==> config.mk <==
export PLATFORM = sky130hd
export DESIGN_NAME = source_token_scanner
export DESIGN_NICKNAME = d
export VERILOG_FILES = /design/src/sv/stsc_pkg.sv /design/src/sv/stsc_front.sv /design/src/sv/stsc_queue.sv /design/src/sv/stsc_back.sv /design/src/sv/source_token_scanner.sv
export SDC_FILE = /design/constraint.sdc
export NUM_CORES = 1
export LEC_CHECK = 0
export ABC_AREA = 0
export BUFFER_PORTS_ARGS = -buffer_cell sky130_fd_sc_hd__buf_2
export CORE_MARGIN = 4
export CORE_UTILIZATION = 65
export DETAILED_ROUTE_END_ITERATION = 8
export PLACE_DENSITY = 0.83
export SYNTH_ARGS = -nofsm -noshare
export SYNTH_HDL_FRONTEND = slang
export SYNTH_HIERARCHICAL = 1
export SYNTH_SLANG_ARGS = --single-unit
==> constraint.sdc <==
create_clock -name clk -period 16.49 [get_ports clk]
set_clock_uncertainty 0.05 [all_clocks]
set_input_delay 0 -clock clk [delete_from_list [all_inputs] [get_ports clk]]
set_output_delay 0 -clock clk [all_outputs]
set_load 0.01 [all_outputs]
==> src/sv/stsc_pkg.sv <==
`default_nettype none
package stsc_pkg;

  localparam int LINE_BITS_DEF   = 16;
  localparam int COLUMN_BITS_DEF = 16;
  localparam int POS_W           = 16;
  localparam int Q_DEPTH         = 4;
  localparam int Q_AW            = $clog2(Q_DEPTH);

  typedef enum logic [3:0] {
    MODE_IDLE  = 4'd0,
    MODE_SLASH = 4'd1,
    MODE_LCOM  = 4'd2,
    MODE_BCOM  = 4'd3,
    MODE_BSTAR = 4'd4,
    MODE_IDENT = 4'd5,
    MODE_NUM   = 4'd6,
    MODE_STR   = 4'd7,
    MODE_ERR   = 4'd8
  } mode_t;

  localparam logic [4:0] K_LCOM  = 5'd0;
  localparam logic [4:0] K_BCOM  = 5'd1;
  localparam logic [4:0] K_IDENT = 5'd2;
  localparam logic [4:0] K_STR   = 5'd3;
  localparam logic [4:0] K_NUM   = 5'd4;
  localparam logic [4:0] K_PLUS  = 5'd5;
  localparam logic [4:0] K_MINUS = 5'd6;
  localparam logic [4:0] K_STAR  = 5'd7;
  localparam logic [4:0] K_DIV   = 5'd8;
  localparam logic [4:0] K_EQ    = 5'd9;
  localparam logic [4:0] K_LPAR  = 5'd10;
  localparam logic [4:0] K_RPAR  = 5'd11;
  localparam logic [4:0] K_LBRK  = 5'd12;
  localparam logic [4:0] K_RBRK  = 5'd13;
  localparam logic [4:0] K_LBRC  = 5'd14;
  localparam logic [4:0] K_RBRC  = 5'd15;
  localparam logic [4:0] K_SEMI  = 5'd16;

  localparam logic [1:0] ERR_NONE   = 2'd0;
  localparam logic [1:0] ERR_CHAR   = 2'd1;
  localparam logic [1:0] ERR_BCOM   = 2'd2;
  localparam logic [1:0] ERR_STRING = 2'd3;

  localparam logic [7:0] CH_LF    = 8'h0A;
  localparam logic [7:0] CH_SLASH = 8'h2F;
  localparam logic [7:0] CH_STAR  = 8'h2A;
  localparam logic [7:0] CH_QUOTE = 8'h22;
  localparam logic [7:0] CH_USCORE = 8'h5F;
  localparam logic [7:0] CH_DOT   = 8'h2E;
  localparam logic [7:0] CH_PLUS  = 8'h2B;
  localparam logic [7:0] CH_SEMI  = 8'h3B;

  typedef struct packed {
    logic [7:0] ch;
    logic       is_end;
  } in_item_t;

  typedef struct packed {
    logic [4:0]       kind;
    logic [7:0]       text_byte;
    logic             text_valid;
    logic             token_last;
    logic [POS_W-1:0] line;
    logic [POS_W-1:0] column;
    logic [1:0]       error;
  } out_item_t;

  typedef struct packed {
    logic      two;
    out_item_t first;
    out_item_t second;
  } pair_t;

endpackage
`default_nettype wire

==> src/sv/stsc_front.sv <==
`default_nettype none
module stsc_front #(
  parameter int LINE_BITS   = stsc_pkg::LINE_BITS_DEF,
  parameter int COLUMN_BITS = stsc_pkg::COLUMN_BITS_DEF
) (
  input  wire logic               clk,
  input  wire logic               rst,
  input  wire logic               in_valid,
  input  wire logic               full,
  input  wire stsc_pkg::in_item_t in_data,
  output logic                    push,
  output stsc_pkg::pair_t         push_data
);
  import stsc_pkg::*;

  typedef struct packed {
    mode_t     mode;
    logic      set_start;
    logic      emit;
    out_item_t res;
  } idle_t;

  mode_t                  mode, mode_next;
  logic [LINE_BITS-1:0]   line_count;
  logic [COLUMN_BITS-1:0] column_count;
  logic [LINE_BITS-1:0]   start_line, start_next;
  logic                   accept;
  logic [POS_W-1:0]       cur_line, tok_line, cur_col;
  logic [7:0]             c;
  idle_t                  idl;
  out_item_t              r0, r1;
  logic [1:0]             n;

  function automatic logic is_word(input logic [7:0] x);
    return (x inside {[8'h41:8'h5A], [8'h61:8'h7A]}) || x == CH_USCORE;
  endfunction

  function automatic logic is_digit(input logic [7:0] x);
    return x inside {[8'h30:8'h39]};
  endfunction

  function automatic out_item_t mk(input logic [4:0] k, input logic [7:0] b, input logic v,
                                   input logic l, input logic [POS_W-1:0] ln,
                                   input logic [POS_W-1:0] col, input logic [1:0] e);
    out_item_t r;
    r.kind       = k;
    r.text_byte  = b;
    r.text_valid = v;
    r.token_last = l;
    r.line       = ln;
    r.column     = col;
    r.error      = e;
    return r;
  endfunction

  function automatic idle_t scan_idle(input logic [7:0] x, input logic [POS_W-1:0] ln,
                                      input logic [POS_W-1:0] col);
    idle_t r;
    r.mode      = MODE_IDLE;
    r.set_start = 1'b0;
    r.emit      = 1'b0;
    r.res       = '0;
    if (x == 8'h20 || (x inside {[8'h09:8'h0D]})) begin
      r.mode = MODE_IDLE;
    end else if (x == CH_SLASH) begin
      r.mode      = MODE_SLASH;
      r.set_start = 1'b1;
    end else if (is_word(x)) begin
      r.mode      = MODE_IDENT;
      r.set_start = 1'b1;
      r.emit      = 1'b1;
      r.res       = mk(K_IDENT, x, 1'b1, 1'b0, ln, col, ERR_NONE);
    end else if (is_digit(x)) begin
      r.mode      = MODE_NUM;
      r.set_start = 1'b1;
      r.emit      = 1'b1;
      r.res       = mk(K_NUM, x, 1'b1, 1'b0, ln, col, ERR_NONE);
    end else if (x == CH_QUOTE) begin
      r.mode      = MODE_STR;
      r.set_start = 1'b1;
    end else begin
      r.emit = 1'b1;
      case (x)
        CH_PLUS:  r.res = mk(K_PLUS,  8'h00, 1'b0, 1'b1, ln, col, ERR_NONE);
        8'h2D:    r.res = mk(K_MINUS, 8'h00, 1'b0, 1'b1, ln, col, ERR_NONE);
        CH_STAR:  r.res = mk(K_STAR,  8'h00, 1'b0, 1'b1, ln, col, ERR_NONE);
        8'h3D:    r.res = mk(K_EQ,    8'h00, 1'b0, 1'b1, ln, col, ERR_NONE);
        8'h28:    r.res = mk(K_LPAR,  8'h00, 1'b0, 1'b1, ln, col, ERR_NONE);
        8'h29:    r.res = mk(K_RPAR,  8'h00, 1'b0, 1'b1, ln, col, ERR_NONE);
        8'h5B:    r.res = mk(K_LBRK,  8'h00, 1'b0, 1'b1, ln, col, ERR_NONE);
        8'h5D:    r.res = mk(K_RBRK,  8'h00, 1'b0, 1'b1, ln, col, ERR_NONE);
        8'h7B:    r.res = mk(K_LBRC,  8'h00, 1'b0, 1'b1, ln, col, ERR_NONE);
        8'h7D:    r.res = mk(K_RBRC,  8'h00, 1'b0, 1'b1, ln, col, ERR_NONE);
        CH_SEMI:  r.res = mk(K_SEMI,  8'h00, 1'b0, 1'b1, ln, col, ERR_NONE);
        default: begin
          r.res  = mk(K_LCOM, 8'h00, 1'b0, 1'b0, ln, col, ERR_CHAR);
          r.mode = MODE_ERR;
        end
      endcase
    end
    return r;
  endfunction

  assign accept   = in_valid && !full;
  assign c        = in_data.ch;
  assign cur_line = POS_W'(line_count);
  assign tok_line = POS_W'(start_line);
  assign cur_col  = POS_W'(column_count);
  assign idl      = scan_idle(c, cur_line, cur_col);

  always_comb begin
    mode_next  = mode;
    start_next = start_line;
    n          = 2'd0;
    r0         = '0;
    r1         = '0;
    if (in_data.is_end) begin
      mode_next = MODE_IDLE;
      n         = 2'd1;
      case (mode)
        MODE_SLASH: r0 = mk(K_DIV,   8'h00, 1'b0, 1'b1, tok_line, cur_col, ERR_NONE);
        MODE_LCOM:  r0 = mk(K_LCOM,  8'h00, 1'b0, 1'b1, tok_line, cur_col, ERR_NONE);
        MODE_IDENT: r0 = mk(K_IDENT, 8'h00, 1'b0, 1'b1, tok_line, cur_col, ERR_NONE);
        MODE_NUM:   r0 = mk(K_NUM,   8'h00, 1'b0, 1'b1, tok_line, cur_col, ERR_NONE);
        MODE_BCOM, MODE_BSTAR:
          r0 = mk(K_BCOM, 8'h00, 1'b0, 1'b0, tok_line, cur_col, ERR_BCOM);
        MODE_STR:   r0 = mk(K_STR,   8'h00, 1'b0, 1'b0, tok_line, cur_col, ERR_STRING);
        default:    n  = 2'd0;
      endcase
    end else begin
      case (mode)
        MODE_SLASH: begin
          if (c == CH_SLASH) begin
            mode_next = MODE_LCOM;
          end else if (c == CH_STAR) begin
            mode_next = MODE_BCOM;
          end else begin
            r0        = mk(K_DIV, 8'h00, 1'b0, 1'b1, tok_line, cur_col, ERR_NONE);
            n         = 2'd1;
            mode_next = idl.mode;
            if (idl.set_start) start_next = line_count;
            if (idl.emit) begin
              r1 = idl.res;
              n  = 2'd2;
            end
          end
        end
        MODE_LCOM: begin
          n = 2'd1;
          if (c == CH_LF) begin
            r0        = mk(K_LCOM, 8'h00, 1'b0, 1'b1, tok_line, cur_col, ERR_NONE);
            mode_next = MODE_IDLE;
          end else begin
            r0 = mk(K_LCOM, c, 1'b1, 1'b0, tok_line, cur_col, ERR_NONE);
          end
        end
        MODE_BCOM: begin
          if (c == CH_STAR) begin
            mode_next = MODE_BSTAR;
          end else begin
            r0 = mk(K_BCOM, c, 1'b1, 1'b0, tok_line, cur_col, ERR_NONE);
            n  = 2'd1;
          end
        end
        MODE_BSTAR: begin
          n = 2'd1;
          if (c == CH_SLASH) begin
            r0        = mk(K_BCOM, 8'h00, 1'b0, 1'b1, tok_line, cur_col, ERR_NONE);
            mode_next = MODE_IDLE;
          end else begin
            r0 = mk(K_BCOM, CH_STAR, 1'b1, 1'b0, tok_line, cur_col, ERR_NONE);
            if (c != CH_STAR) begin
              r1        = mk(K_BCOM, c, 1'b1, 1'b0, tok_line, cur_col, ERR_NONE);
              n         = 2'd2;
              mode_next = MODE_BCOM;
            end
          end
        end
        MODE_IDENT, MODE_NUM: begin
          n = 2'd1;
          if ((mode == MODE_IDENT && (is_word(c) || is_digit(c))) ||
              (mode == MODE_NUM && (is_digit(c) || c == CH_DOT))) begin
            r0 = mk((mode == MODE_IDENT) ? K_IDENT : K_NUM, c, 1'b1, 1'b0,
                    tok_line, cur_col, ERR_NONE);
          end else begin
            r0        = mk((mode == MODE_IDENT) ? K_IDENT : K_NUM, 8'h00, 1'b0, 1'b1,
                           tok_line, cur_col, ERR_NONE);
            mode_next = idl.mode;
            if (idl.set_start) start_next = line_count;
            if (idl.emit) begin
              r1 = idl.res;
              n  = 2'd2;
            end
          end
        end
        MODE_STR: begin
          n = 2'd1;
          if (c == CH_QUOTE) begin
            r0        = mk(K_STR, 8'h00, 1'b0, 1'b1, tok_line, cur_col, ERR_NONE);
            mode_next = MODE_IDLE;
          end else begin
            r0 = mk(K_STR, c, 1'b1, 1'b0, tok_line, cur_col, ERR_NONE);
          end
        end
        MODE_ERR: mode_next = MODE_ERR;
        default: begin
          mode_next = idl.mode;
          if (idl.set_start) start_next = line_count;
          if (idl.emit) begin
            r0 = idl.res;
            n  = 2'd1;
          end
        end
      endcase
    end
  end

  assign push             = accept && (n != 2'd0);
  assign push_data.two    = (n == 2'd2);
  assign push_data.first  = r0;
  assign push_data.second = r1;

  always_ff @(posedge clk) begin
    if (rst) begin
      mode         <= MODE_IDLE;
      line_count   <= LINE_BITS'(1);
      column_count <= COLUMN_BITS'(1);
      start_line   <= LINE_BITS'(1);
    end else if (accept) begin
      if (in_data.is_end) begin
        mode         <= MODE_IDLE;
        line_count   <= LINE_BITS'(1);
        column_count <= COLUMN_BITS'(1);
        start_line   <= LINE_BITS'(1);
      end else begin
        mode       <= mode_next;
        start_line <= start_next;
        if (mode_next != MODE_ERR) begin
          if (c == CH_LF) begin
            if (line_count != '1) line_count <= line_count + LINE_BITS'(1);
            column_count <= COLUMN_BITS'(1);
          end else if (column_count != '1) begin
            column_count <= column_count + COLUMN_BITS'(1);
          end
        end
      end
    end
  end

endmodule
`default_nettype wire

==> src/sv/stsc_queue.sv <==
`default_nettype none
module stsc_queue (
  input  wire logic            clk,
  input  wire logic            rst,
  input  wire logic            push,
  input  wire stsc_pkg::pair_t push_data,
  input  wire logic            pop,
  output logic                 full,
  output logic                 q_valid,
  output stsc_pkg::pair_t      q_data
);
  import stsc_pkg::*;

  pair_t           mem [Q_DEPTH];
  logic [Q_AW-1:0] wr_ptr, rd_ptr;
  logic [Q_AW:0]   count;
  logic            do_push, do_pop;

  assign full    = (count == (Q_AW+1)'(Q_DEPTH));
  assign q_valid = (count != '0);
  assign q_data  = mem[rd_ptr];
  assign do_push = push && !full;
  assign do_pop  = pop && q_valid;

  always_ff @(posedge clk) begin
    if (do_push) mem[wr_ptr] <= push_data;
  end

  always_ff @(posedge clk) begin
    if (rst) begin
      wr_ptr <= '0;
      rd_ptr <= '0;
      count  <= '0;
    end else begin
      if (do_push) wr_ptr <= wr_ptr + Q_AW'(1);
      if (do_pop)  rd_ptr <= rd_ptr + Q_AW'(1);
      case ({do_push, do_pop})
        2'b10:   count <= count + (Q_AW+1)'(1);
        2'b01:   count <= count - (Q_AW+1)'(1);
        default: count <= count;
      endcase
    end
  end

endmodule
`default_nettype wire

==> src/sv/stsc_back.sv <==
`default_nettype none
module stsc_back (
  input  wire logic            clk,
  input  wire logic            rst,
  input  wire logic            q_valid,
  input  wire stsc_pkg::pair_t q_data,
  output logic                 pop,
  output logic                 out_valid,
  input  wire logic            out_stall,
  output stsc_pkg::out_item_t  out_data
);
  import stsc_pkg::*;

  pair_t hold;
  logic  hold_valid;
  logic  sel;
  logic  take;
  logic  done;

  assign out_valid = hold_valid;
  assign out_data  = sel ? hold.second : hold.first;
  assign take      = hold_valid && !out_stall;
  assign done      = take && (sel || !hold.two);
  assign pop       = q_valid && (!hold_valid || done);

  always_ff @(posedge clk) begin
    if (pop) hold <= q_data;
  end

  always_ff @(posedge clk) begin
    if (rst) begin
      hold_valid <= 1'b0;
      sel        <= 1'b0;
    end else if (pop) begin
      hold_valid <= 1'b1;
      sel        <= 1'b0;
    end else if (done) begin
      hold_valid <= 1'b0;
      sel        <= 1'b0;
    end else if (take) begin
      sel <= 1'b1;
    end
  end

endmodule
`default_nettype wire

==> src/sv/source_token_scanner.sv <==
// Source token scanner.
// Input channel: in_valid / in_stall / in_data carries one source byte (ch) or an
// end-of-input marker (is_end). Output channel: out_valid / out_stall / out_data
// carries token items: text bytes, token ends, operators and error reports.
// An item is taken at a rising edge with valid high and stall low.
// Throughput: one input item per cycle while in_stall is low. in_stall only rises
// when the four-entry result queue is full.
// An input item yields zero, one or two output items; the output side sends one
// per cycle while out_stall is low, so a stream of two-result items is paced
// by the output register. A result is written into the queue at the edge that
// accepts its input item, then loaded into the output hold register, from which
// it is offered on out_valid.
// Reset (rst, synchronous, active high) empties the queue and output register and
// returns mode to idle, line and column to one.
// While out_stall is high the offered item holds; the queue keeps filling until
// full, after which in_stall holds the input side.
// An end-of-input item flushes any open token and resets mode, line and column.
`default_nettype none
module source_token_scanner #(
  parameter int LINE_BITS   = stsc_pkg::LINE_BITS_DEF,
  parameter int COLUMN_BITS = stsc_pkg::COLUMN_BITS_DEF
) (
  input  wire logic                clk,
  input  wire logic                rst,
  input  wire logic                in_valid,
  output logic                     in_stall,
  input  wire stsc_pkg::in_item_t  in_data,
  output logic                     out_valid,
  input  wire logic                out_stall,
  output stsc_pkg::out_item_t      out_data
);
  import stsc_pkg::*;

  logic  push, pop, full, q_valid;
  pair_t push_data, q_data;

  assign in_stall = full;

  stsc_front #(
    .LINE_BITS   (LINE_BITS),
    .COLUMN_BITS (COLUMN_BITS)
  ) u_front (
    .clk       (clk),
    .rst       (rst),
    .in_valid  (in_valid),
    .full      (full),
    .in_data   (in_data),
    .push      (push),
    .push_data (push_data)
  );

  stsc_queue u_queue (
    .clk       (clk),
    .rst       (rst),
    .push      (push),
    .push_data (push_data),
    .pop       (pop),
    .full      (full),
    .q_valid   (q_valid),
    .q_data    (q_data)
  );

  stsc_back u_back (
    .clk       (clk),
    .rst       (rst),
    .q_valid   (q_valid),
    .q_data    (q_data),
    .pop       (pop),
    .out_valid (out_valid),
    .out_stall (out_stall),
    .out_data  (out_data)
  );

endmodule
`default_nettype wire

==> flow_summary_export.csv <==
group,metric,value,unit
setup_path,crit_buf_inv,4,
final_layout,insertedDiodeCount,0,
setup_path,critPathMostFrequentCell,"sky130_fd_sc_hd__nor2_1",
logic_synthesis,post_synthesis_sequential_element_count,558,
global_route,grt-ovfl-total,0,
floorplan,dieWidth,196,um
clock_tree,cts-buffers-inserted,54,
logic_synthesis,post_synth_and_or_nand_nor_area_fraction,7.14,%
final_layout,final-seq-area,16100,sq um
final_layout,nets,1427,
logic_synthesis,synth-xor-area-share,0.841,%
final_layout,drive_gt1_share,23.4,%
clock_tree,tritoncts,"done",
sta,finalCriticalPeriod,5250,ps
final_layout,fill_cells,2024,
logic_synthesis,synthAdderAreaFrac,0.469,%
route,via_count_of_the_routed_design,12400,
logic_synthesis,synth_top_family_by_area,"multiplexers",
setup_path,arrival,5420,ps
worst_hold_path,min_path_type,"input pin to register",
setup_path,path_delay_family,"simple AND/OR/NAND/NOR gates",
logic_synthesis,post_synth_instance_area,22900,sq um
pwr,powerDensity,129,nW/um^2
sta,final.setup.tns,0,ps
route,drt-initial-drc-count,1173,
setup_path,worst-setup-path-type,"register to register",
global_route,total_routing_usage_reported_by_global_routing,24.8,%
pwr,p_leak,0.00816,uW
route,remaining_drc_errors,0,
global_route,pin_count_of_the_biggest_net_entering_global_routing,66,
pwr,power,3270,uW
placement,gp_routability_congestion,0.888,
route,drtAntennaViolNets,0,
floorplan,row_count,68,
floorplan,boundaryPins,64,
status,status,"completed",
final_layout,multi_input_comb_area,6310,sq um
clock_tree,worstSkewPairLatency,600,ps
sta,final.hold.worst_slack,72.0,ps
floorplan,die_h,196,um
logic_synthesis,ys_async_sr_fraction,0,%
setup_path,cp_data_required_time,16650,ps
setup_path,cp_slowest_cell,"sky130_fd_sc_hd__and2_4",
route,avgViaCountPerCell,6.52,
clock_tree,cts.sink_count,558,
logic_synthesis,post_synth_inst_count,1332,
final_layout,final_common_cell,"sky130_fd_sc_hd__edfxtp_1",
sta,timing_max_transition_violations_final,0,
final_layout,layout.cells.most_common_list,"495 x sky130_fd_sc_hd__edfxtp_1, 99 x sky130_fd_sc_hd__mux4_2, 64 x sky130_fd_sc_hd__nor2_1",
clock_tree,cts-root-to-sink-buffers,3,
logic_synthesis,synth_edf_count,495,
setup_path,chain_of_cells_forming_the_critical_path,"or2_2, nor2_1, xnor2_1, or2_2, nor2_1, buf_4, nor2_1, buf_4, nor2_1, inv_1, nor2_1, and2_4, buf_4",
clock_tree,ctsRootBufferMaster,"sky130_fd_sc_hd__clkbuf_16",
logic_synthesis,post_synthesis_compound_gate_area_fraction,5.91,%
placement,buffer_ports.inserted,63,
sta,timing_hold_violations_final,0,
final_layout,stdcell_count,1905,
global_route,grt_pass1_vias,12400,
sta,final-setup-viol-count,0,
global_route,grt_first_pass_wirelength,73300,um
logic_synthesis,dominantRegCellSynth,"sky130_fd_sc_hd__edfxtp_1",
placement,dp.cells,1793,
setup_path,largest_fanout_on_the_critical_path,53,
clock_tree,clkSlewWorstSetupHoldPaths,60,ps
route,drt_pass1_iterations,5,
setup_path,critical_path.max_stage_delay,830,ps
logic_synthesis,yosys-mux-area-fraction,13.0,%
logic_synthesis,syn_nets,1353,
logic_synthesis,yosysWarnings,6,
clock_tree,cts.htree.levels,2,
logic_synthesis,post_synth.cell_area_avg,17.2,sq um
pwr,max-vdd-ir-drop,108,uV
floorplan,initial_core_util,66.2,%
setup_path,crit_path_start_kind,"register",
floorplan,placeableCoreArea,34600,sq um
floorplan,die_area,38300,sq um
setup_path,critical_path.endpoint_type,"register",
logic_synthesis,synth-seq-area-share,70.3,%
sta,slew_at_the_pin_closest_to_its_max_slew_limit,1050,ps
final_layout,area_added_between_synthesis_and_finish,10.7,%
flow_run,maxCapViolations,0,
logic_synthesis,yosys.cell_types.count,78,
route,post_drt_wl_per_cell,24.5,um
sta,timing.slew.headroom,30.2,%
sta,fmax,0.190,GHz
sta,rsz0062_at_grt,"false",
global_route,grt_antenna_before_repair,0,
sta,finalCritPeriodShare,31.8,%
route,wl,46700,um
placement,detailedPlacementHpwl,27300,um
routing by layer:
| metal | vias up | wire length (um) | share of wire (%) | global-route usage [%] |
|---|---|---|---|---|
| met5 | - | 0 | 0 | 0 |
| met4 | 0 | 1100 | 2.4 | 7.11 |
| met3 | 78 | 3190 | 6.8 | 4.19 |
| met2 | 528 | 23100 | 49 | 39.7 |
| met1 | 6364 | 19400 | 41 | 36.1 |
| li1 | 5449 | - | - | - |
sequential cells by signal (all words and copies together) (netlist names), named ones only:
register / count
u_back/hold: 99
u_queue/mem: 396
u_front/cur_line: 16
u_queue/count: 3
u_queue/rd_ptr: 2
u_back/sel: 1
u_back/out_valid: 1
u_queue/wr_ptr: 2
u_front/mode: 4
u_front/column_count: 16
u_front/start_line: 16
what timing repair did:
action                    4_1_cts  5_1_grt
hold endpoints to repair       70        0
hold buffers                   12        0
resized for setup               0        0
buffers inserted                0        0
layout make-up:
type                            instances  share of cell area [%]
Clock inverter                         27                   0.828
Multi-Input combinational cell        677                    24.9
Timing Repair Buffer                   93                    2.25
Inverter                               22                   0.325
Sequential cell                       558                    63.6
Tap cell                              455                    2.24
Clock buffer                           73                    5.92
cells in the mapped netlist (all sizes together) (3+ instances only):
cell type    n  area, sq um
edfxtp     495        14900
mux4        99         2230
nor2        65          246
dfxtp       63         1260
nand2       56          210
a21oi       49          245
mux2        49          736
clkbuf      45          169
a22o        33          289
and2        32          200
buf         30          265
o21ai       28          140
nand3       26          130
inv         21         78.8
nand2b      21          131
nor2b       21          131
or3         15         93.8
a32oi       14          123
xor2        14          123
nor3        12         60.1
o31ai       10         75.1
nand4        9         56.3
or4          8         63.8
xnor2        8         70.1
a31oi        7         43.8
and3         7         43.8
ha           7         87.6
or2          7         43.8
a211oi       6         57.6
o22ai        6         37.5
and4         4         35.0
nor4         4         31.3
o211ai       4         43.8
a2111oi      3         26.3
a211o        3         26.3
a21boi       3         22.5
a21o         3         22.5
nand3b       3         22.5
nor4b        3         26.3
o2111ai      3         26.3
o41ai        3         26.3
or4b         3         33.8
logic make-up after synthesis:
kind of cell,Yosys count
AOI/OAI and AO/OA,192
xor gates and xnor gates,22
adders and majority gates,8
buffers and inverters,97
DFF,558
muxes,150
other,1
and+or+nand+nor,304
power breakdown:
group / total (uW) / switching [uW] / internal (uW)
logic: 377 / 211 / 166
registers: 1710 / 43.7 / 1670
clock network: 1180 / 507 / 673
total: 3270 / 761 / 2510
worst reg2reg max path, cell delays in order, from the launching register on:
cell                      delay (ps)
sky130_fd_sc_hd__dfxtp_1         500
sky130_fd_sc_hd__or2_2           420
sky130_fd_sc_hd__nor2_1          270
sky130_fd_sc_hd__xnor2_1         330
sky130_fd_sc_hd__or2_2           430
sky130_fd_sc_hd__nor2_1          130
sky130_fd_sc_hd__buf_4           270
sky130_fd_sc_hd__nor2_1          100
sky130_fd_sc_hd__buf_4           210
sky130_fd_sc_hd__nor2_1          140
sky130_fd_sc_hd__inv_1            90
sky130_fd_sc_hd__nor2_1          350
sky130_fd_sc_hd__and2_4          830
sky130_fd_sc_hd__buf_4           720
worst paths after layout:
path / slack, ps / end / depth (start not counted) / from
max: 11240 / u_queue/mem[1][76]$_DFFE_PP_ / 13 / u_front/mode[0]$_SDFFE_PP0P_
min: 70 / u_queue/mem[0][48]$_DFFE_PP_ / 3 / in_data[2]
max reg2reg: 11240 / u_queue/mem[1][76]$_DFFE_PP_ / 13 / u_front/mode[0]$_SDFFE_PP0P_
min reg2reg: 440 / u_front/start_line[15]$_SDFFE_PP0P_ / 2 / u_front/start_line[15]$_SDFFE_PP0P_
through the flow:
step | instance area, sq um | utilization, % | setup WS (ps)
global placement | 23500 | 68.0 | 11440
floorplan | 22900 | - | 10890
global route | 25400 | 73.3 | 10940
CTS | 25400 | 73.3 | 11280
detailed placement | 23500 | 68.0 | 11330
finish | 25400 | 73.3 | 11240
Power figures use the tool's default switching activity.
